### src/sv/dtt_pkg.sv
// dtt_pkg: opcodes, status codes and the command record shared by the
// deadline timer table modules. Depends on nothing.
package dtt_pkg;

   localparam logic [2:0] OP_ADD     = 3'd0;
   localparam logic [2:0] OP_CANCEL  = 3'd1;
   localparam logic [2:0] OP_REFRESH = 3'd2;
   localparam logic [2:0] OP_RESET   = 3'd3;
   localparam logic [2:0] OP_EXPIRE  = 3'd4;
   localparam logic [2:0] OP_QUERY   = 3'd5;

   localparam logic [1:0] ST_OK       = 2'd0;
   localparam logic [1:0] ST_INACTIVE = 2'd1;
   localparam logic [1:0] ST_FULL     = 2'd2;

   localparam logic [31:0] WINDOW_RESET = 32'd3600000;
   localparam logic [63:0] NO_TIMER     = 64'hFFFF_FFFF_FFFF_FFFF;

   typedef struct packed {
      logic [2:0]  opcode;
      logic [3:0]  timer_id;
      logic [31:0] interval_ms;
      logic        recurring;
      logic        restart_now;
      logic [63:0] now_ms;
      logic        id_ok;
   } cmd_type;

   typedef struct packed {
      logic    valid;
      cmd_type cmd;
   } queue_head_type;

endpackage

### src/sv/deadline_timer_table.sv
// deadline_timer_table: top level joining the command queue front end and
// the slot scanning back end. Depends on dtt_pkg, dtt_front and dtt_back.
//
// Usage: requests enter on req_* (valid/ready), each carrying an opcode and
// the current time. Results leave on rsp_* (valid/ready); every request gives
// one result, expire gives one per due timer, and rsp_last marks the final
// one. csr_* writes the rollover window and is always ready; it is to be
// written only while the block is idle, which the block does not enforce.
// Cancel, a full add, expire on an empty table and unknown opcodes answer
// without a scan; refresh and a reset that changes nothing read their slot
// first. Add, query, an expire with nothing due and a reset that changes
// the timer scan all slots at one slot per cycle on a single comparator.
// Expire scans once to mark due timers and once more per expired timer.
// A two entry queue takes new requests while the back end works or waits.
// Reset clears all slots, the previous time and the pending notify, and sets
// the window to 3600000 ms. While rsp_ready is low the result is held and the
// back end stalls; requests still fill the queue until it is full.
module deadline_timer_table #(
   parameter int NUM_TIMERS = 16
) (
   input  logic        clock,
   input  logic        reset,
   input  logic        req_valid,
   output logic        req_ready,
   input  logic [2:0]  req_opcode,
   input  logic [3:0]  req_timer_id,
   input  logic [31:0] req_interval_ms,
   input  logic        req_recurring,
   input  logic        req_restart_now,
   input  logic [63:0] req_now_ms,
   input  logic        csr_valid,
   output logic        csr_ready,
   input  logic [31:0] csr_wdata,
   output logic        rsp_valid,
   input  logic        rsp_ready,
   output logic [1:0]  rsp_status,
   output logic [3:0]  rsp_timer_id_out,
   output logic        rsp_expired_valid,
   output logic [63:0] rsp_next_delay_ms,
   output logic        rsp_front_notify,
   output logic        rsp_has_timer,
   output logic        rsp_last
);
   import dtt_pkg::*;

   queue_head_type head;
   logic           pop;

   dtt_front #(.NUM_TIMERS(NUM_TIMERS)) u_front (
      .clock           (clock),
      .reset           (reset),
      .req_valid       (req_valid),
      .req_ready       (req_ready),
      .req_opcode      (req_opcode),
      .req_timer_id    (req_timer_id),
      .req_interval_ms (req_interval_ms),
      .req_recurring   (req_recurring),
      .req_restart_now (req_restart_now),
      .req_now_ms      (req_now_ms),
      .head            (head),
      .pop             (pop)
   );

   dtt_back #(.NUM_TIMERS(NUM_TIMERS)) u_back (
      .clock             (clock),
      .reset             (reset),
      .head              (head),
      .pop               (pop),
      .csr_valid         (csr_valid),
      .csr_ready         (csr_ready),
      .csr_wdata         (csr_wdata),
      .rsp_valid         (rsp_valid),
      .rsp_ready         (rsp_ready),
      .rsp_status        (rsp_status),
      .rsp_timer_id_out  (rsp_timer_id_out),
      .rsp_expired_valid (rsp_expired_valid),
      .rsp_next_delay_ms (rsp_next_delay_ms),
      .rsp_front_notify  (rsp_front_notify),
      .rsp_has_timer     (rsp_has_timer),
      .rsp_last          (rsp_last)
   );

endmodule

### src/sv/dtt_front.sv
// dtt_front: request intake, slot range check and a two entry command queue.
// Depends on dtt_pkg.
module dtt_front #(
   parameter int NUM_TIMERS = 16
) (
   input  logic                   clock,
   input  logic                   reset,
   input  logic                   req_valid,
   output logic                   req_ready,
   input  logic [2:0]             req_opcode,
   input  logic [3:0]             req_timer_id,
   input  logic [31:0]            req_interval_ms,
   input  logic                   req_recurring,
   input  logic                   req_restart_now,
   input  logic [63:0]            req_now_ms,
   output dtt_pkg::queue_head_type head,
   input  logic                   pop
);
   import dtt_pkg::*;

   cmd_type    q_ff [2];
   logic       wr_ptr_ff;
   logic       rd_ptr_ff;
   logic [1:0] count_ff;
   cmd_type    cmd_in;
   logic       push;
   logic       do_pop;

   always_comb begin
      cmd_in.opcode      = req_opcode;
      cmd_in.timer_id    = req_timer_id;
      cmd_in.interval_ms = req_interval_ms;
      cmd_in.recurring   = req_recurring;
      cmd_in.restart_now = req_restart_now;
      cmd_in.now_ms      = req_now_ms;
      cmd_in.id_ok       = ({28'd0, req_timer_id} < 32'(NUM_TIMERS));
   end

   assign req_ready  = (count_ff != 2'd2);
   assign push       = req_valid && req_ready;
   assign do_pop     = pop && (count_ff != 2'd0);
   assign head.valid = (count_ff != 2'd0);
   assign head.cmd   = q_ff[rd_ptr_ff];

   always_ff @(posedge clock) begin
      if (push) begin
         q_ff[wr_ptr_ff] <= cmd_in;
      end
   end

   always_ff @(posedge clock) begin
      if (reset) begin
         wr_ptr_ff <= 1'b0;
         rd_ptr_ff <= 1'b0;
         count_ff  <= 2'd0;
      end else begin
         if (push) begin
            wr_ptr_ff <= ~wr_ptr_ff;
         end
         if (do_pop) begin
            rd_ptr_ff <= ~rd_ptr_ff;
         end
         if (push && !do_pop) begin
            count_ff <= count_ff + 2'd1;
         end else if (do_pop && !push) begin
            count_ff <= count_ff - 2'd1;
         end
      end
   end

endmodule

### src/sv/dtt_back.sv
// dtt_back: timer slot storage and the sequencer that executes commands by
// scanning slots one per cycle, plus the result register. Depends on dtt_pkg.
module dtt_back #(
   parameter int NUM_TIMERS = 16
) (
   input  logic                    clock,
   input  logic                    reset,
   input  dtt_pkg::queue_head_type head,
   output logic                    pop,
   input  logic                    csr_valid,
   output logic                    csr_ready,
   input  logic [31:0]             csr_wdata,
   output logic                    rsp_valid,
   input  logic                    rsp_ready,
   output logic [1:0]              rsp_status,
   output logic [3:0]              rsp_timer_id_out,
   output logic                    rsp_expired_valid,
   output logic [63:0]             rsp_next_delay_ms,
   output logic                    rsp_front_notify,
   output logic                    rsp_has_timer,
   output logic                    rsp_last
);
   import dtt_pkg::*;

   localparam int IDX_W = (NUM_TIMERS > 1) ? $clog2(NUM_TIMERS) : 1;
   localparam int CNT_W = $clog2(NUM_TIMERS + 1);
   localparam logic [CNT_W-1:0] CNT_END = CNT_W'(NUM_TIMERS);

   typedef enum logic [2:0] {S_IDLE, S_READ, S_RESET2, S_SCAN, S_WAIT} state_type;
   typedef enum logic [1:0] {M_FRONT, M_QUERY, M_DUE, M_EMIT} mode_type;

   logic [63:0] dl_mem_ff [NUM_TIMERS];
   logic [31:0] pd_mem_ff [NUM_TIMERS];
   logic        rp_mem_ff [NUM_TIMERS];
   logic [63:0] dl_rd_ff;
   logic [31:0] pd_rd_ff;
   logic        rp_rd_ff;

   state_type             state_ff;
   state_type             after_ff;
   mode_type              mode_ff;
   cmd_type               cmd_ff;
   logic [NUM_TIMERS-1:0] active_ff;
   logic [NUM_TIMERS-1:0] due_ff;
   logic [63:0]           prev_ff;
   logic                  notify_ff;
   logic [31:0]           window_ff;
   logic                  roll_ff;
   logic                  ht_ff;
   logic [IDX_W-1:0]      slot_ff;
   logic [63:0]           start_ff;
   logic [CNT_W-1:0]      addr_ff;
   logic                  proc_v_ff;
   logic [IDX_W-1:0]      proc_idx_ff;
   logic                  best_v_ff;
   logic [IDX_W-1:0]      best_idx_ff;
   logic [63:0]           best_dl_ff;
   logic [31:0]           best_pd_ff;
   logic                  best_rp_ff;

   logic                  rsp_valid_ff;
   logic [1:0]            rsp_status_ff;
   logic [3:0]            rsp_id_ff;
   logic                  rsp_ev_ff;
   logic [63:0]           rsp_nd_ff;
   logic                  rsp_fn_ff;
   logic                  rsp_ht_ff;
   logic                  rsp_last_ff;

   logic [IDX_W-1:0]      head_idx;
   logic [IDX_W-1:0]      cmd_idx;
   logic [IDX_W-1:0]      rd_addr;
   logic [IDX_W-1:0]      free_idx;
   logic                  free_found;
   logic [NUM_TIMERS-1:0] act_clr;
   logic [NUM_TIMERS-1:0] due_rest;
   logic [IDX_W+3:0]      head_ext;
   logic [IDX_W+3:0]      cmd_ext;
   logic [IDX_W+3:0]      free_ext;
   logic [IDX_W+3:0]      slot_ext;
   logic [IDX_W+3:0]      best_ext;
   logic [63:0]           delay;
   logic                  roll;
   logic                  scan_done;
   logic                  due_now;
   logic                  masked;

   assign head_ext = {{IDX_W{1'b0}}, head.cmd.timer_id};
   assign cmd_ext  = {{IDX_W{1'b0}}, cmd_ff.timer_id};
   assign head_idx = head_ext[IDX_W-1:0];
   assign cmd_idx  = cmd_ext[IDX_W-1:0];
   assign free_ext = {4'd0, free_idx};
   assign slot_ext = {4'd0, slot_ff};
   assign best_ext = {4'd0, best_idx_ff};

   always_comb begin
      free_found = 1'b0;
      free_idx   = '0;
      for (int i = NUM_TIMERS - 1; i >= 0; i--) begin
         if (!active_ff[i]) begin
            free_found = 1'b1;
            free_idx   = IDX_W'(i);
         end
      end
      act_clr           = active_ff;
      act_clr[head_idx] = 1'b0;
      due_rest              = due_ff;
      due_rest[best_idx_ff] = 1'b0;
   end

   assign delay     = (cmd_ff.now_ms >= best_dl_ff) ? 64'd0 : best_dl_ff - cmd_ff.now_ms;
   assign roll      = (head.cmd.now_ms < prev_ff) &&
                      ((prev_ff - head.cmd.now_ms) > {32'd0, window_ff});
   assign scan_done = (addr_ff == CNT_END) && !proc_v_ff;
   assign due_now   = active_ff[proc_idx_ff] && (roll_ff || (dl_rd_ff <= cmd_ff.now_ms));
   assign masked    = (mode_ff == M_EMIT) ? due_ff[proc_idx_ff] : active_ff[proc_idx_ff];
   assign rd_addr   = (state_ff == S_SCAN) ? addr_ff[IDX_W-1:0] : head_idx;
   assign pop       = (state_ff == S_IDLE) && head.valid;
   assign csr_ready = 1'b1;

   always_ff @(posedge clock) begin
      dl_rd_ff <= dl_mem_ff[rd_addr];
      pd_rd_ff <= pd_mem_ff[rd_addr];
      rp_rd_ff <= rp_mem_ff[rd_addr];
   end

   always_ff @(posedge clock) begin
      if (reset) begin
         state_ff     <= S_IDLE;
         after_ff     <= S_IDLE;
         active_ff    <= '0;
         prev_ff      <= 64'd0;
         notify_ff    <= 1'b0;
         window_ff    <= WINDOW_RESET;
         rsp_valid_ff <= 1'b0;
         addr_ff      <= '0;
         proc_v_ff    <= 1'b0;
         best_v_ff    <= 1'b0;
      end else begin
         if (csr_valid) begin
            window_ff <= csr_wdata;
         end
         case (state_ff)
            S_IDLE: begin
               if (head.valid) begin
                  cmd_ff        <= head.cmd;
                  rsp_status_ff <= ST_OK;
                  rsp_id_ff     <= head.cmd.timer_id;
                  rsp_ev_ff     <= 1'b0;
                  rsp_nd_ff     <= 64'd0;
                  rsp_fn_ff     <= 1'b0;
                  rsp_last_ff   <= 1'b1;
                  rsp_ht_ff     <= |active_ff;
                  after_ff      <= S_IDLE;
                  addr_ff       <= '0;
                  proc_v_ff     <= 1'b0;
                  best_v_ff     <= 1'b0;
                  case (head.cmd.opcode)
                     OP_ADD: begin
                        if (!free_found) begin
                           rsp_status_ff <= ST_FULL;
                           rsp_id_ff     <= 4'd0;
                           rsp_valid_ff  <= 1'b1;
                           state_ff      <= S_WAIT;
                        end else begin
                           dl_mem_ff[free_idx] <= head.cmd.now_ms +
                                                  {32'd0, head.cmd.interval_ms};
                           pd_mem_ff[free_idx] <= head.cmd.interval_ms;
                           rp_mem_ff[free_idx] <= head.cmd.recurring;
                           active_ff[free_idx] <= 1'b1;
                           slot_ff             <= free_idx;
                           rsp_id_ff           <= free_ext[3:0];
                           mode_ff             <= M_FRONT;
                           state_ff            <= S_SCAN;
                        end
                     end
                     OP_CANCEL: begin
                        if (head.cmd.id_ok && active_ff[head_idx]) begin
                           active_ff <= act_clr;
                           rsp_ht_ff <= |act_clr;
                        end else begin
                           rsp_status_ff <= ST_INACTIVE;
                        end
                        rsp_valid_ff <= 1'b1;
                        state_ff     <= S_WAIT;
                     end
                     OP_REFRESH: begin
                        if (head.cmd.id_ok && active_ff[head_idx]) begin
                           state_ff <= S_READ;
                        end else begin
                           rsp_status_ff <= ST_INACTIVE;
                           rsp_valid_ff  <= 1'b1;
                           state_ff      <= S_WAIT;
                        end
                     end
                     OP_RESET: begin
                        if (head.cmd.id_ok) begin
                           state_ff <= S_READ;
                        end else begin
                           rsp_status_ff <= ST_INACTIVE;
                           rsp_valid_ff  <= 1'b1;
                           state_ff      <= S_WAIT;
                        end
                     end
                     OP_EXPIRE: begin
                        rsp_id_ff <= 4'd0;
                        if (!(|active_ff)) begin
                           rsp_valid_ff <= 1'b1;
                           state_ff     <= S_WAIT;
                        end else begin
                           roll_ff  <= roll;
                           prev_ff  <= head.cmd.now_ms;
                           ht_ff    <= 1'b0;
                           due_ff   <= '0;
                           mode_ff  <= M_DUE;
                           state_ff <= S_SCAN;
                        end
                     end
                     OP_QUERY: begin
                        rsp_id_ff <= 4'd0;
                        notify_ff <= 1'b0;
                        mode_ff   <= M_QUERY;
                        state_ff  <= S_SCAN;
                     end
                     default: begin
                        rsp_id_ff    <= 4'd0;
                        rsp_valid_ff <= 1'b1;
                        state_ff     <= S_WAIT;
                     end
                  endcase
               end
            end
            S_READ: begin
               if (cmd_ff.opcode == OP_REFRESH) begin
                  dl_mem_ff[cmd_idx] <= cmd_ff.now_ms + {32'd0, pd_rd_ff};
                  rsp_valid_ff       <= 1'b1;
                  state_ff           <= S_WAIT;
               end else if ((cmd_ff.interval_ms == pd_rd_ff) && !cmd_ff.restart_now) begin
                  rsp_valid_ff <= 1'b1;
                  state_ff     <= S_WAIT;
               end else if (!active_ff[cmd_idx]) begin
                  rsp_status_ff <= ST_INACTIVE;
                  rsp_valid_ff  <= 1'b1;
                  state_ff      <= S_WAIT;
               end else begin
                  start_ff <= cmd_ff.restart_now ? cmd_ff.now_ms :
                              dl_rd_ff - {32'd0, pd_rd_ff};
                  state_ff <= S_RESET2;
               end
            end
            S_RESET2: begin
               pd_mem_ff[cmd_idx] <= cmd_ff.interval_ms;
               dl_mem_ff[cmd_idx] <= start_ff + {32'd0, cmd_ff.interval_ms};
               slot_ff            <= cmd_idx;
               mode_ff            <= M_FRONT;
               state_ff           <= S_SCAN;
            end
            S_SCAN: begin
               proc_v_ff   <= (addr_ff != CNT_END);
               proc_idx_ff <= addr_ff[IDX_W-1:0];
               if (addr_ff != CNT_END) begin
                  addr_ff <= addr_ff + 1'b1;
               end
               if (proc_v_ff) begin
                  if (mode_ff == M_DUE) begin
                     due_ff[proc_idx_ff] <= due_now;
                     if (active_ff[proc_idx_ff] && !(due_now && !rp_rd_ff)) begin
                        ht_ff <= 1'b1;
                     end
                  end else if (masked && (!best_v_ff || (dl_rd_ff < best_dl_ff))) begin
                     best_v_ff   <= 1'b1;
                     best_idx_ff <= proc_idx_ff;
                     best_dl_ff  <= dl_rd_ff;
                     best_pd_ff  <= pd_rd_ff;
                     best_rp_ff  <= rp_rd_ff;
                  end
               end
               if (scan_done) begin
                  addr_ff   <= '0;
                  best_v_ff <= 1'b0;
                  case (mode_ff)
                     M_FRONT: begin
                        rsp_id_ff <= slot_ext[3:0];
                        rsp_ht_ff <= 1'b1;
                        if (best_v_ff && (best_idx_ff == slot_ff) && !notify_ff) begin
                           rsp_fn_ff <= 1'b1;
                           notify_ff <= 1'b1;
                        end
                        rsp_valid_ff <= 1'b1;
                        state_ff     <= S_WAIT;
                     end
                     M_QUERY: begin
                        rsp_nd_ff    <= best_v_ff ? delay : NO_TIMER;
                        rsp_valid_ff <= 1'b1;
                        state_ff     <= S_WAIT;
                     end
                     M_DUE: begin
                        if (due_ff == '0) begin
                           rsp_valid_ff <= 1'b1;
                           state_ff     <= S_WAIT;
                        end else begin
                           rsp_ht_ff <= ht_ff;
                           mode_ff   <= M_EMIT;
                        end
                     end
                     default: begin
                        due_ff <= due_rest;
                        if (best_rp_ff) begin
                           dl_mem_ff[best_idx_ff] <= cmd_ff.now_ms + {32'd0, best_pd_ff};
                        end else begin
                           active_ff[best_idx_ff] <= 1'b0;
                        end
                        rsp_id_ff    <= best_ext[3:0];
                        rsp_ev_ff    <= 1'b1;
                        rsp_ht_ff    <= ht_ff;
                        rsp_last_ff  <= (due_rest == '0);
                        after_ff     <= (due_rest == '0) ? S_IDLE : S_SCAN;
                        rsp_valid_ff <= 1'b1;
                        state_ff     <= S_WAIT;
                     end
                  endcase
               end
            end
            S_WAIT: begin
               if (rsp_ready) begin
                  rsp_valid_ff <= 1'b0;
                  state_ff     <= after_ff;
               end
            end
            default: begin
               state_ff <= S_IDLE;
            end
         endcase
      end
   end

   assign rsp_valid         = rsp_valid_ff;
   assign rsp_status        = rsp_status_ff;
   assign rsp_timer_id_out  = rsp_id_ff;
   assign rsp_expired_valid = rsp_ev_ff;
   assign rsp_next_delay_ms = rsp_nd_ff;
   assign rsp_front_notify  = rsp_fn_ff;
   assign rsp_has_timer     = rsp_ht_ff;
   assign rsp_last          = rsp_last_ff;

endmodule

### config.mk
export PLATFORM = sky130hd
export DESIGN_NAME = deadline_timer_table
export DESIGN_NICKNAME = d
export VERILOG_FILES = /design/src/sv/dtt_pkg.sv /design/src/sv/deadline_timer_table.sv /design/src/sv/dtt_front.sv /design/src/sv/dtt_back.sv
export SDC_FILE = /design/constraint.sdc
export NUM_CORES = 2
export LEC_CHECK = 0
export ABC_CLOCK_PERIOD_IN_PS = 29300
export BUFFER_PORTS_ARGS = -buffer_cell sky130_fd_sc_hd__buf_2
export CORE_UTILIZATION = 55
export DETAILED_ROUTE_END_ITERATION = 16
export GPL_TIMING_DRIVEN = 0
export PLACE_DENSITY = 0.74
export RECOVER_POWER = 25
export SYNTH_ARGS = -nofsm -noshare
export SYNTH_HDL_FRONTEND = slang
export SYNTH_HIERARCHICAL = 1
export SYNTH_SLANG_ARGS = --single-unit
### constraint.sdc
create_clock -name clock -period 29.3 [get_ports clock]
set_input_delay 2.93 -clock clock [delete_from_list [all_inputs] [get_ports clock]]
set_output_delay 2.93 -clock clock [all_outputs]
set_load 0.02 [all_outputs]
# --- After elaboration in Yosys (flattened, before gate mapping) ---
# Memories as Yosys holds them, arrays and structs flattened. A register that Yosys moved wholly into a read port is not among the register bits.
# Index checks and enable logic that the tools add are counted.
op_classes:
  n_eq_ne: 57
  add_sub_neg: 10
  mux: 208
  magnitude_cmp: 14
  n_reduce_logical: 74
  bitwise: 13
op_table:
  columns: ["op", "count"]
  rows:
  - ["$mux W64", 9]
  - ["$add A64 B32 Y64", 4]
  - ["$mux W16", 13]
  - ["$lt A64 B64 Y1", 2]
  - ["$pmux W64 S2", 1]
  - ["$reduce_or A64 Y1", 2]
  - ["$sub A64 B64 Y64", 2]
  - ["$mux W4", 26]
  - ["$pmux W16 S2", 3]
  - ["$mux W1", 91]
  - ["$ge A64 B64 Y1", 1]
  - ["$gt A64 B32 Y1", 1]
  - ["$le A64 B64 Y1", 1]
  - ["$sub A64 B32 Y64", 1]
  - ["$and A16 B16 Y16", 3]
  - ["$mux W3", 15]
  - ["$reduce_and A5 Y1", 9]
  - ["$ne A2 B2 Y1 const B", 20]
  - ["$eq A32 B32 Y1", 1]
  - ["$logic_not A16 Y1", 2]
  - ["$mux W32", 1]
  - ["$not A16 Y16", 2]
  - ["$pmux W4 S2", 4]
  - ["$reduce_or A16 Y1", 2]
  - ["other kinds (55)", 160]
totals:
  ram_bits: 1762
  mem_count: 4
  output_inout_bits: 77
  reg_bits: 502
memory_table:
  columns: ["memory", "depth", "width", "rd", "rd_ports_with_merged_regs", "wr", "line_no", "rtl"]
  rows:
  - ["u_back.dl_mem_ff", 16, 64, 1, 1, 1, "dtt_back.sv:32", "logic [63:0] dl_mem_ff [NUM_TIMERS];"]
  - ["u_back.pd_mem_ff", 16, 32, 1, 1, 1, "dtt_back.sv:33", "logic [31:0] pd_mem_ff [NUM_TIMERS];"]
  - ["u_front.q_ff", 2, 105, 1, 1, 1, "dtt_front.sv:21", "cmd_type q_ff [2];"]
  - ["u_back.rp_mem_ff", 16, 1, 1, 1, 1, "dtt_back.sv:34", "logic rp_mem_ff [NUM_TIMERS];"]

# --- Depth between registers and ports, before layout ---
depth:
  depth_word: 25
  ltp_mapped: 27
  ltp_nobuf: 25

# --- Modules after synthesis ---
# Netlist, hierarchy kept.
modules_own_cells:
  columns: ["mod", "cells_each", "area_each_um2", "seq_area_each_um2", "instances"]
  rows:
  - ["dtt_back", 10155, 107912.2, 62189.6, 1]
  - ["dtt_front", 353, 8061.5, 6406.1, 1]

# --- Least setup slack after synthesis ---
# No wires, ideal clock.
synth_path:
  path_kind: "input-to-reg"
  start: "in reset"
  end: "mem u_back.dl_mem_ff[0][0], enable pin"
  path_slack_ns: 17.662
  setup_time_ns: 0.487
  n_path_buf: 1
  cell_stages: 5
  arrival_time_ns: 11.152
  path_cell_list: "clkbuf_1 nor2_1 and3_1 o21ai_0 nor2_1"
synth_via:
  elab_chain_len: 6
  elab_cells_between_ends: 15
synth_rtl:
  columns: ["element", "line_no", "rtl"]
  rows:
  - ["start, declared", "deadline_timer_table.sv:22", "input logic reset,"]
  - ["$mux W1", "dtt_back.sv:128", "if (reset) begin"]
  - ["$mux W1, on equally long branches", "dtt_back.sv:235, dtt_back.sv:253", null]
  - ["$or A1 B1 Y1 (no source line)", null, null]
  - ["$reduce_or A64 Y1 (no source line)", null, null]
  - ["$mux W4 (no source line) or $mux W1 (tied branches) (2 in a row)", null, null]
  - ["end, declared", "dtt_back.sv:32", null]
# Several ways; a longest one is shown, not always the timed one.

# --- Final worst setup path ---
layout_path:
  start: "in reset"
  end: "mem u_back.dl_mem_ff[5][2], enable pin"
# Same word-level chain as after synthesis.

==> out/qor.yml <==
yosys:
  synth_area_leaders: "edfxtp_1 55%, nand2_1 7.3%, ha_1 4.9%, dfxtp_1 3.9%, a21oi_1 2.7%"
  syn-num-nets: 11110
  synth_edf_count: 2133
  avgSynthCellArea_um2: 11.04
  yosysMostFrequentCell: "nand2_1"
  synth_seq_area_share_pct: 59.15
  ys_warn_count: 6
  synth_flop_cell: "edfxtp_1"
  synth_commonest_cells: "2269 x nand2_1, 2133 x edfxtp_1, 617 x a21oi_1"
  netlist.area_leader.share_pct: 55.23
  post-synth-top-area-cell: "edfxtp_1"
  ys_async_sr_fraction_pct: 0
  syn-cell-area_um2: 116000
  ys_seq_elements: 2360
  syn_inst: 10510
  yosysUniqueCellTypes: 116
worst_hold_path:
  hold_path.class: "flop to flop"
  hold_end: "u_back/prev_ff[32]"
  min_path_cells: 2
  min_from: "u_back/prev_ff[32]"
critical_path:
  end_kind: "flop"
  reg2regPathDepth: 19
  required_ps: 29890
  crit_fanout: 26
  setup.worst_path.class: "primary input to flop"
  cp.arrival_ps: 9630
  r2r_end: "u_back/dl_mem_ff[12][52]"
  rrSetupSlack_ps: 20660
  startpoint_type: "primary input"
cells_and_area:
  instances_no_fill: 14100
  nets: 11670
  area_growth_pct: 12.40
  drive_above_1_share_pct: 6.666
  finish.utilization_pct: 62.20
clocking:
  clock_path_buffers: 3
  cts_hold_buf: 0
  cts_setup_buffers: 0
  cts_sinks: 2360
  htreeDepth: 4
  clock-root-buffer: "clkbuf_16"
  ctsResizeCount: 0
  cts_buffers: 231
  clkLatencyLatePin_ps: 960
  cts_tree: "done"
  cts.clk_slew.worst_paths_ps: 60
global_routing:
  grt_pass1_vias: 86220
  grt_max_degree: 66
  grt_first_pass_wirelength_um: 595100
  track_usage_pct: 39.32
  antenna_found_initial: 35
  overflow: 0
die:
  rows: 168
  start_util_pct: 55.34
  die_h_um: 461.2
  dieArea_um2: 212700
  core-area_um2: 209600
  chipWidth_um: 461.2
  io_pins: 219
run:
  cap_viol_max_count: 19
sta:
  slew_viol_final: 485
  worstMarginPinSlew_ps: 4087
  fin_tns_setup_ps: 0
  fin_crit_ps: 9040
  hold_viol: 0
  finalSetupViolations: 0
  fmax_mhz: 110.6
  finClkSkew_ps: 111.8
  hold_slack_ps: 458.8
  rsz0062_at_grt: "false"
  max_slew_margin_pct: -172.4
  min_period_over_period_pct: 30.85
power:
  cellPowerDensity_nw_per_um2: 100.8
  power_leakage_nw: 47.45
  vdd_ir_drop_max_mv: 0.07556
route:
  wirelength_um: 425900
  drt_iter0_drc: 12750
  firstDrtPassIters: 9
  drc: 0
  vias: 91670
  wire_per_inst_um: 30.20
  antenna_left: 0
  viasPerCell: 6.502
run_status:
  failed_checks: "capacitance limit, slew limit"
  outcome: "complete, but fails checks"
placed_design:
  portBuffers: 216
  place_inst: 13630
  gp_congestion: 1.051
  place_hpwl_um: 325000
## cell usage in the layout, fill, tap and decap left out, drive strengths merged, types with 113 or more instances in the layout
cell type	count
a21o	192
ha	455
dfxtp	227
and3	245
xor2	158
buf	229
a311oi	295
o21ai	376
xnor2	234
nor2	412
nand3	526
nand4	113
edfxtp	2133
clkbuf	962
a21oi	618
nand2	2271
a31oi	162
inv	387
## routing by layer
layer  GRT usage (%)  part of all wire (%)
met1           50.48                    37
met2           61.04                    45
met3           8.940                    11
met4           23.21                   6.8
met5          0.2985                 0.043
## flip-flops by register name, indices dropped and copies added, names as in the netlist, 32 cells and up, named ones only
register	count
u_back/dl_mem_ff	1024
u_back/pd_mem_ff	512
u_front/q_ff	210
u_back/cmd_ff	100
u_back/best_dl_ff	64
u_back/dl_rd_ff	64
u_back/prev_ff	64
u_back/rsp_next_delay_ms	64
u_back/start_ff	64
u_back/best_pd_ff	32
u_back/pd_rd_ff	32
u_back/window_ff	32
## per-stage QoR
| stage | worst slack [ps] | cell area, um^2 | power (W) |
|---|---|---|---|
| floorplan | 17660 | 116000 | 0.007670 |
| global placement | 11290 | 120600 | 0.009754 |
| detailed placement | 20120 | 123000 | 0.009963 |
| CTS | 21060 | 130900 | 0.01304 |
| global route | 20120 | 130300 | 0.01353 |
| finish | 20260 | 130400 | 0.01314 |
## power breakdown
group	switching [W]	internal (W)	leakage (nW)
clock	0.00135	0.00174	3.83
combinational	0.00373	0.00146	22.4
sequential	0.000348	0.00452	21.2
## how the worst max path moves through the flow
stage          startpoint                     end  slack [ps]  cells after the start
6_report            reset  u_back/dl_mem_ff[5][2]       20260                     10
5_1_grt             reset       u_back/cmd_ff[72]       20120                      6
3_3_place_gp        reset  u_back/dl_mem_ff[0][0]       11290                      6
3_5_place_dp        reset  u_back/dl_mem_ff[0][0]       20120                     11
4_1_cts             reset  u_back/dl_mem_ff[0][2]       21060                     11
2_1_floorplan       reset  u_back/dl_mem_ff[0][0]       17660                      5
## critical path, cell delays in order
cell	delay, ps
clkbuf_1	570
nor4_1	380
nor2_1	1360
nand2_1	760
clkbuf_1	670
o21ai_0	1010
nand2_1	460
nor2_4	880
buf_12	290
buf_12	240
## cell type report
class / instances / area (um^2)
fill: 16560 / 79210
inverter: 385 / 1446
sequential: 2360 / 68600
timing repair buffer: 321 / 2680
tap: 2805 / 3510
antenna: 28 / 70.07
buffer: 574 / 2262
multi-input combinational: 7189 / 43850
clock inverter: 141 / 1685
clock buffer: 296 / 6259
## kinds of logic (layout without fill, tap and decap cells)
kind of cell	Yosys count	count (layout)	synth area share [%]
xor+xnor	392	392	2.960
simple gates	4019	4019	15.39
flops	2360	2360	59.15
compound gates	2134	2134	12.15
mux	180	180	2.049
fa+ha+maj	462	462	5.030
other cells	2	30	0.006476
buf+inv	959	1717	3.271
Note: power is estimated with default switching activity, not from simulation.
